[src/sv/modular_exponentiation_defines.svh]
// Assertion macros for the modular exponentiation block.
// Used by sv/modular_exponentiation.sv; needs clk_i and rst_ni in scope.
`ifndef MODULAR_EXPONENTIATION_DEFINES_SVH
`define MODULAR_EXPONENTIATION_DEFINES_SVH

// concurrent assertion on clk_i, off during reset
`define ME_ASSERT(label, prop, msg) \
  label: assert property (@(posedge clk_i) disable iff (!rst_ni) (prop)) else $error(msg);

// implication form: antecedent holds, consequent checked in the same cycle
`define ME_ASSERT_IMP(label, ante, cons, msg) \
  label: assert property (@(posedge clk_i) disable iff (!rst_ni) (ante) |-> (cons)) \
    else $error(msg);

`endif

[src/sv/modexp_pkg.sv]
// Package for the modular exponentiation block: widths, register map, states.
// No dependencies.
package modexp_pkg;

  localparam int unsigned EXP_WIDTH = 64;
  localparam int unsigned DATA_W    = 32;
  localparam int unsigned CNT_W     = $clog2(DATA_W);
  localparam int unsigned ADDR_W    = 3;
  localparam int unsigned APB_W     = 32;

  localparam logic REG_MODULUS = 1'b0;
  localparam logic OP_POWER    = 1'b0;
  localparam logic OP_INVERSE  = 1'b1;

  localparam logic [DATA_W-1:0] MODULUS_RST = DATA_W'(2);

  typedef enum logic [3:0] {
    ST_IDLE = 4'b0001,
    ST_RED  = 4'b0010,
    ST_MUL  = 4'b0100,
    ST_SQR  = 4'b1000
  } state_e;

endpackage

[src/sv/modular_exponentiation.sv]
// Top level: 32-bit modular exponentiation, right-to-left square and multiply.
// Depends on modexp_pkg and modular_exponentiation_defines.svh.
// A zero exponent or a modulus below 2 gives the done strobe straight from idle; otherwise
// the base is reduced, then each exponent bit takes a multiply if set and a square if more bits remain.
// One item at a time: busy until the done strobe; each multiply is a run of shift-add steps, one per data bit.
// Reset: asynchronous active low; goes idle, modulus returns to 2.
`include "modular_exponentiation_defines.svh"

module modular_exponentiation (
  input  logic                               clk_i,
  input  logic                               rst_ni,
  input  logic                               start_i,
  output logic                               busy_o,
  input  logic                               op_i,
  input  logic [modexp_pkg::DATA_W-1:0]      base_i,
  input  logic [63:0]                        exponent_i,
  output logic                               done_o,
  output logic [modexp_pkg::DATA_W-1:0]      power_o,
  input  logic                               psel,
  input  logic                               penable,
  input  logic                               pwrite,
  input  logic [modexp_pkg::ADDR_W-1:0]      paddr,
  input  logic [modexp_pkg::APB_W-1:0]       pwdata,
  output logic [modexp_pkg::APB_W-1:0]       prdata,
  output logic                               pready
);

  localparam int unsigned DW = modexp_pkg::DATA_W;
  localparam int unsigned EW = modexp_pkg::EXP_WIDTH;
  localparam int unsigned CW = modexp_pkg::CNT_W;

  modexp_pkg::state_e state_q, state_d;
  logic [CW-1:0]      cnt_q, cnt_d;
  logic               done_q, done_d;
  logic [DW-1:0]      power_q, power_d;
  logic [DW-1:0]      modulus_q;
  logic [EW-1:0]      e_q, e_d;
  logic [DW-1:0]      r_q, r_d;
  logic [DW-1:0]      x_q, x_d;
  logic [DW-1:0]      y_q, y_d;
  logic [DW-1:0]      acc_q, acc_d;
  logic [DW-1:0]      sq_q, sq_d;

  logic [63:0]        e_full;
  logic [EW-1:0]      e_eff;
  logic [EW-1:0]      e_sh;
  logic [DW+1:0]      m_ext;
  logic [DW+1:0]      t1, t2, t3;
  logic [DW-1:0]      r_next;
  logic               last;
  logic               wr_en;

  // APB
  assign pready = 1'b1;
  assign wr_en  = psel && penable && pwrite && (paddr[2] == modexp_pkg::REG_MODULUS);
  assign prdata = (paddr[2] == modexp_pkg::REG_MODULUS) ? modulus_q : '0;

  always_ff @(posedge clk_i or negedge rst_ni) begin
    if (!rst_ni) begin
      modulus_q <= modexp_pkg::MODULUS_RST;
    end else if (wr_en) begin
      modulus_q <= pwdata[DW-1:0];
    end
  end

  // effective exponent
  assign e_full = (op_i == modexp_pkg::OP_INVERSE) ?
                  {32'b0, modulus_q - DW'(2)} : exponent_i;
  assign e_eff  = e_full[EW-1:0];
  assign e_sh   = e_q >> 1;

  // shared shift-add modular multiply step: r = (2r + y_msb*x) mod m
  assign m_ext  = {2'b00, modulus_q};
  assign t1     = {1'b0, r_q, 1'b0} + (y_q[DW-1] ? {2'b00, x_q} : '0);
  assign t2     = (t1 >= m_ext) ? t1 - m_ext : t1;
  assign t3     = (t2 >= m_ext) ? t2 - m_ext : t2;
  assign r_next = t3[DW-1:0];
  assign last   = (cnt_q == {CW{1'b1}});

  always_comb begin
    state_d = state_q;
    cnt_d   = cnt_q;
    done_d  = 1'b0;
    power_d = power_q;
    e_d     = e_q;
    r_d     = r_q;
    x_d     = x_q;
    y_d     = y_q;
    acc_d   = acc_q;
    sq_d    = sq_q;
    case (state_q)
      modexp_pkg::ST_IDLE: begin
        if (start_i) begin
          e_d = e_eff;
          if (e_eff == '0) begin
            done_d  = 1'b1;
            power_d = DW'(1);
          end else if (modulus_q < DW'(2)) begin
            done_d  = 1'b1;
            power_d = '0;
          end else begin
            state_d = modexp_pkg::ST_RED;
            x_d     = DW'(1);
            y_d     = base_i;
            r_d     = '0;
            cnt_d   = '0;
          end
        end
      end
      modexp_pkg::ST_RED, modexp_pkg::ST_MUL, modexp_pkg::ST_SQR: begin
        r_d   = r_next;
        y_d   = y_q << 1;
        cnt_d = cnt_q + CW'(1);
        if (last) begin
          r_d   = '0;
          cnt_d = '0;
          if (state_q == modexp_pkg::ST_RED) begin
            sq_d  = r_next;
            acc_d = DW'(1);
            if (e_q[0]) begin
              state_d = modexp_pkg::ST_MUL;
              x_d     = DW'(1);
              y_d     = r_next;
            end else begin
              state_d = modexp_pkg::ST_SQR;
              x_d     = r_next;
              y_d     = r_next;
            end
          end else if (state_q == modexp_pkg::ST_MUL) begin
            acc_d = r_next;
            if (e_sh == '0) begin
              state_d = modexp_pkg::ST_IDLE;
              done_d  = 1'b1;
              power_d = r_next;
            end else begin
              state_d = modexp_pkg::ST_SQR;
              x_d     = sq_q;
              y_d     = sq_q;
            end
          end else begin
            sq_d = r_next;
            e_d  = e_sh;
            if (e_sh[0]) begin
              state_d = modexp_pkg::ST_MUL;
              x_d     = acc_q;
              y_d     = r_next;
            end else begin
              state_d = modexp_pkg::ST_SQR;
              x_d     = r_next;
              y_d     = r_next;
            end
          end
        end
      end
      default: begin
        state_d = modexp_pkg::ST_IDLE;
      end
    endcase
  end

  always_ff @(posedge clk_i or negedge rst_ni) begin
    if (!rst_ni) begin
      state_q <= modexp_pkg::ST_IDLE;
      cnt_q   <= '0;
      done_q  <= 1'b0;
    end else begin
      state_q <= state_d;
      cnt_q   <= cnt_d;
      done_q  <= done_d;
    end
  end

  always_ff @(posedge clk_i) begin
    power_q <= power_d;
    e_q     <= e_d;
    r_q     <= r_d;
    x_q     <= x_d;
    y_q     <= y_d;
    acc_q   <= acc_d;
    sq_q    <= sq_d;
  end

  assign busy_o  = (state_q != modexp_pkg::ST_IDLE);
  assign done_o  = done_q;
  assign power_o = power_q;

  `ME_ASSERT(a_start_resp, start_i && !busy_o |=> busy_o || done_o, "accepted item left no trace")
  `ME_ASSERT_IMP(a_done_idle, done_o, !busy_o, "result strobed while still busy")
  `ME_ASSERT_IMP(a_r_reduced, busy_o, r_q < modulus_q, "partial remainder not reduced")
  `ME_ASSERT_IMP(a_acc_reduced, state_q == modexp_pkg::ST_MUL || state_q == modexp_pkg::ST_SQR,
                 acc_q < modulus_q, "accumulator not reduced")

endmodule
[config.mk]
export PLATFORM = sky130hd
export DESIGN_NAME = modular_exponentiation
export DESIGN_NICKNAME = d
export VERILOG_FILES = /design/src/sv/modexp_pkg.sv /design/src/sv/modular_exponentiation.sv
export VERILOG_INCLUDE_DIRS = /design/src /design/src/sv
export SDC_FILE = /design/constraint.sdc
export NUM_CORES = 1
export LEC_CHECK = 0
export ABC_AREA = 1
export BUFFER_PORTS_ARGS = -buffer_cell sky130_fd_sc_hd__buf_2
export CAP_MARGIN = 20
export CORE_ASPECT_RATIO = 1.2
export CORE_MARGIN = 4
export CORE_UTILIZATION = 30
export DETAILED_ROUTE_END_ITERATION = 10
export HOLD_SLACK_MARGIN = 0.12
export PLACE_DENSITY = 0.51
export SETUP_SLACK_MARGIN = 0.5
export SKIP_CTS_REPAIR_TIMING = 1
export SLEW_MARGIN = 20
export SYNTH_ARGS = -nofsm -noshare
export SYNTH_HDL_FRONTEND = slang
export SYNTH_SLANG_ARGS = --single-unit
[constraint.sdc]
create_clock -name clk_i -period 15 [get_ports clk_i]
set_input_delay 3 -clock clk_i [delete_from_list [all_inputs] [get_ports clk_i]]
set_output_delay 3 -clock clk_i [all_outputs]
set_load 0.01 [all_outputs]
==> Word level (Yosys, flattened, before mapping) <==
Cells that the tools add are included.
{ "word_totals": {"reg_bits": 298, "latchBits": 0, "mem_bits_rw": 0, "mem_bits_ro": 0, "in_bits": 138, "out_inout_bits": 67, "wordCells": 119, "mem_count": 0} }
{ "op_classes": {"add_sub_neg": 5, "mul": 0, "div": 0, "magnitude_cmp": 3, "n_eq_ne": 17, "n_shift": 0, "mux": 67, "bitwise_logic": 1, "n_reduce_logical": 15} }
{ "ops": {"columns": ["op", "n"], "rows": [
  ["2-to-1 mux 32 bit", 33],
  ["2-to-1 mux 64 bit", 5],
  ["one-hot mux 32 bit (2 select lines)", 4],
  ["logical NOT 64 bit", 2],
  ["one-hot mux 64 bit (2 select lines)", 1],
  [">= comparator 34 x 32 -> 1 bit", 2],
  ["2-to-1 mux 4 bit", 9],
  ["adder 33 x 32 -> 34 bit", 1],
  ["2-to-1 mux 34 bit", 1],
  ["subtractor 34 x 32 -> 34 bit", 1],
  ["< comparator 32 x 2 -> 1 bit (second input constant)", 1],
  ["subtractor 32 x 2 -> 32 bit (second input constant)", 1],
  ["subtractor 32 bit", 1],
  ["2-to-1 mux 5 bit", 4],
  ["inequality test 2 bit (second input constant)", 9],
  ["one-hot mux 5 bit (2 select lines)", 1],
  ["one-hot mux 4 bit (2 select lines)", 1],
  ["AND reduction 4 bit", 2],
  ["2-to-1 mux 1 bit", 7],
  ["AND reduction 7 bit", 1],
  ["AND reduction 3 bit", 2],
  ["AND reduction 6 bit", 1],
  ["adder 5 x 1 -> 5 bit (second input constant)", 1],
  ["equality test 5 bit (second input constant)", 1],
  ["other kinds (13)", 16]
]} }

==> Longest topological paths before layout <==
{ "depth": {"depth_word": 11, "ltp_mapped": 47, "depth_no_buf": 44} }

==> Worst setup path before layout <==
Ideal clock, no wire load.
{ "synth_timing": {"path_kind": "input port to output port", "startpoint": "in paddr[2] (netlist bit)", "endpoint": "out prdata[10] (netlist bit)", "arrival_time_ns": 3.571, "path_slack_ns": 8.429, "path_stages": 3, "n_path_buf": 2, "path_cell_list": "clkbuf_1 clkbuf_1 nor2_1"} }
{ "synth_between": {"elab_chain_cells": 1} }
{ "synth_rtl": {"columns": ["element", "line", "text"], "rows": [
  ["start, declared", "modular_exponentiation.sv:22", "input logic [modexp_pkg::ADDR_W-1:0] paddr,"],
  ["2-to-1 mux 32 bit", "modular_exponentiation.sv:56", "assign prdata = (paddr[2] == modexp_pkg::REG_MODULUS) ? modulus_q : '0;"],
  ["end, declared", "modular_exponentiation.sv:24", "output logic [modexp_pkg::APB_W-1:0] prdata,"]
]} }
Every way passes these cells.

==> Final worst setup path <==
{ "layout_timing": {"startpoint": "reg y_q[31]", "endpoint": "reg y_q[3], data pin"} }
{ "layout_between": {"elab_chain_cells": 10, "word_cells_on_any_way": 12, "cone_classes": "add/sub (3); order compare (2); mux (7)"} }
{ "layout_rtl": {"columns": ["element", "line", "text"], "rows": [
  ["start, declared", "modular_exponentiation.sv:40", "logic [DW-1:0] y_q, y_d;"],
  ["start signal, assigned", "modular_exponentiation.sv:178", "y_q <= y_d;"],
  ["2-to-1 mux 32 bit *", "modular_exponentiation.sv:74", "assign t1 = {1'b0, r_q, 1'b0} + (y_q[DW-1] ? {2'b00, x_q} : '0);"],
  ["adder 33 x 32 -> 34 bit *", "modular_exponentiation.sv:74", null],
  ["subtractor 34 x 32 -> 34 bit / >= comparator 34 x 32 -> 1 bit (equally long branches)", "modular_exponentiation.sv:75", "assign t2 = (t1 >= m_ext) ? t1 - m_ext : t1;"],
  ["2-to-1 mux 34 bit *", "modular_exponentiation.sv:75", null],
  ["subtractor 32 bit / >= comparator 34 x 32 -> 1 bit (equally long branches)", "modular_exponentiation.sv:76", "assign t3 = (t2 >= m_ext) ? t2 - m_ext : t2;"],
  ["2-to-1 mux 32 bit *", "modular_exponentiation.sv:76", null],
  ["2-to-1 mux 32 bit", "modular_exponentiation.sv:129", "end else if (state_q == modexp_pkg::ST_MUL) begin"],
  ["2-to-1 mux 32 bit *", "modular_exponentiation.sv:117", "if (state_q == modexp_pkg::ST_RED) begin"],
  ["2-to-1 mux 32 bit *", "modular_exponentiation.sv:114", "if (last) begin"],
  ["one-hot mux 32 bit (2 select lines) *", "modular_exponentiation.sv:91", "case (state_q)"],
  ["named net y_d[3]", "modular_exponentiation.sv:40", null]
]} }
Mark *: on every way through the listed nets, which the timed path passes. The rest lies on a longest branch.
A chain may end at the register's enable or synchronous reset.

==> Implementation_results.wiki <==
{| class="wikitable"
! Metric !! Value
|-
| Outcome || complete, no violations
|-
| Aggregate routed wire length || 79200 um
|-
| Number of synthesized flops with an enable pin || 256
|-
| Synthesis-stage register bit count || 298
|-
| Std-Cell Core Area || 71000 um2
|-
| Worst endpoint required time || 15420 ps
|-
| Remaining antenna violation count || 0
|-
| Starting Density || 0.302
|-
| Number of cells produced by synthesis || 2850
|-
| Achievable Freq || 112 MHz
|-
| Buffers on Ports || 201
|-
| Synth Area per Inst || 7.52 um2
|-
| Area of combinational cells with multiple inputs || 11100 um2
|-
| Detailed-route wire length per cell || 20.0 um
|-
| Total overflow reported by the global router || 0
|-
| Detailed-route via count || 19900
|-
| Layout overhead on the synthesized area || 14.2%
|-
| Worst-case clock buffer depth || 3
|-
| Initial DRC Count || 1389
|-
| Class of the most critical hold timing path || flip-flop to flip-flop
|-
| Mapped Nets || 3089
|-
| Die Span Y || 301 um
|-
| Clock tree from TritonCTS || built
|-
| Type of origin of the critical path || flip-flop
|-
| Kind of critical path || flip-flop to flip-flop
|-
| Via count of the first global-routing pass || 19800
|-
| Crit-path max cell delay || 820 ps
|-
| Router iterations before antenna repair || 7
|-
| Setup repair after global routing missed its margin || false
|-
| Clock tree skew after final layout || 41.7 ps
|-
| Final setup violating endpoints || 0
|-
| Post-detailed-route via-to-cell ratio || 5.04
|-
| Post-route minimum period || 8940 ps
|-
| Maxcap violations || 0
|-
| Hold-critical path endpoint || cnt_q[4]
|-
| Signal arrival time at the worst endpoint || 9360 ps
|-
| TNS Setup || 0 ps
|-
| Total routing usage reported by global routing || 0.202
|-
| End-of-flow core utilization || 0.345
|-
| Tightest slew margin relative to the limit || 0.319
|-
| Final Hold Vio Count || 0
|-
| Inserted Clock Buffers || 37
|-
| Net count reported at finish || 3240
|-
| Cell repeated most along the worst path || sky130_fd_sc_hd__nand2_1
|-
| Die width || 252 um
|-
| Largest fanout on the critical path || 47
|-
| Root Buffer || sky130_fd_sc_hd__clkbuf_16
|-
| # DRC || 0
|-
| FP Rows || 107
|-
| First-pass GRT wire length || 119000 um
|-
| Fill cell instance count of the final layout || 7658
|-
| Clock latency of the later-clocked register in the worst-skew pair || 570 ps
|-
| Crit Reg-Reg Endpoint || y_q[3]
|-
| Overall die area || 75800 um2
|-
| Synth warn || 0
|-
| Number of clock sinks || 298
|-
| Most common library cell in the layout ignoring fill and taps || sky130_fd_sc_hd__nand2_1
|-
| R2r worst-path depth || 41
|-
| Half-perimeter wire length after detailed placement || 60300 um
|-
| Antenna violations before repair || 0
|-
| Worst reg-to-reg setup slack || 6060 ps
|-
| Cell count after placement || 3888
|-
| Mapped cell area || 21400 um2
|-
| Max stage delay cell, worst path || sky130_fd_sc_hd__nand4_2
|-
| Placer Congestion || 0.925
|-
| Leading cell types in the layout, fill and taps excluded || sky130_fd_sc_hd__nand2_1, sky130_fd_sc_hd__nor2_1, sky130_fd_sc_hd__inv_1
|-
| Number of distinct library cells after synthesis || 59
|-
| Main flop type after synthesis || sky130_fd_sc_hd__edfxtp_1
|-
| Max-slew violation total from the final report || 0
|-
| Slew at the pin closest to its max-slew limit || 1020 ps
|-
| Final critical-path share of the clock period || 0.596
|-
| Source of the worst hold timing path || cnt_q[4]
|-
| Fraction of final layout cells sized beyond drive strength 1 || 0.126
|-
| Area taken by flip-flops and latches || 8740 um2
|-
| R2R Path Start || y_q[31]
|-
| H-Tree Level Count || 2
|-
| Cell Count, Final, Fillers Out || 3955
|-
| Depth of the worst hold-timing path || 2
|-
| Clock-pin slew of the registers on the worst-case setup and hold paths || 60 ps
|-
| Hold WS || 486 ps
|-
| Number of top-level pins || 205
|-
| Fraction of registers with async set/reset || 0.141
|-
| Proportion of synthesized chip area in sequential cells || 0.408
|-
| Antenna diode count || 0
|-
| Pin count of the biggest net entering global routing || 104
|-
| Crit. End Element || flip-flop
|}
==> layer usage <==
layer,share of wire,GRT usage
met1,0.43,0.258
met4,0.039,0.0698
met5,0,0
met2,0.49,0.355
met3,0.046,0.0232
==> cell type report <==
class,instances,share of cell area
clock buffer,49,0.0401
tap,926,0.0473
timing repair buffer,226,0.0488
inverter,313,0.0480
multi-input combinational,2125,0.452
sequential,298,0.357
clock inverter,18,0.00664
==> metrics by stage <==
| stage | worst slack [ps] | instance area, um2 |
|---|---|---|
| 4_1_cts | 6030 | 24500 |
| 2_1_floorplan | 8430 | 21400 |
| 3_5_place_dp | 6060 | 23300 |
| 3_3_place_gp | 6090 | 23300 |
| 5_1_grt | 5310 | 24500 |
| 6_report | 6060 | 24500 |
==> synth_stat cells (all sizes together) (37+ instances only) <==
library cell  number  share of area
nand2            768           0.14
nor2             370          0.066
inv              313          0.055
edfxtp           256           0.36
o21ai            239          0.056
a21oi            205          0.049
nand3            121          0.030
ha                98          0.057
clkbuf            90          0.016
xor2              68          0.028
dfrtp             40          0.047
nand4             40          0.013
o21bai            37          0.013
==> worst max path at each step <==
| stage | slack [ps] | start | cells past startpoint | to |
|---|---|---|---|---|
| 2_1_floorplan | 8430 | paddr[2] | 3 | prdata[10] |
| 3_3_place_gp | 6090 | y_q[31] | 40 | power_o[22] |
| 3_5_place_dp | 6060 | y_q[31] | 40 | power_o[22] |
| 4_1_cts | 6030 | y_q[31] | 40 | r_q[22] |
| 5_1_grt | 5310 | y_q[31] | 40 | acc_q[22] |
| 6_report | 6060 | y_q[31] | 41 | y_q[3] |
==> state kept, by name, indices dropped and copies added (netlist names) <==
register	flops
r_q	32
power_o	32
acc_q	32
done_o	1
e_q	64
cnt_q	5
sq_q	32
x_q	32
y_q	32
state_q	4
modulus_q	32
==> worst max-delay path, delay by kind of cell, from the launching register on <==
kind	cells	cell delay (ps)
DFF	1	430
and+or+nand+nor	26	4460
adders and majority gates	3	1010
AOI/OAI and AO/OA	6	1470
xor gates and xnor gates	1	280
buffers and inverters	5	1060
==> cells by family (layout without fill, tap and decap cells) <==
family,count (synthesis),count (layout),share of synthesized area
AO/OA/AOI/OAI,571,571,0.150
flip-flops,298,298,0.408
XOR/XNOR,97,97,0.0396
buffers and inverters,427,606,0.0781
adder cells (fa/ha/maj),101,101,0.0600
other,1,1,0.000175
AND/OR/NAND/NOR,1354,1354,0.264
multiplexers,1,1,0.000467
Power is left out: the tool's default activity adds up to more than one toggle a clock period on the data nets, which glitch-free logic cannot reach.
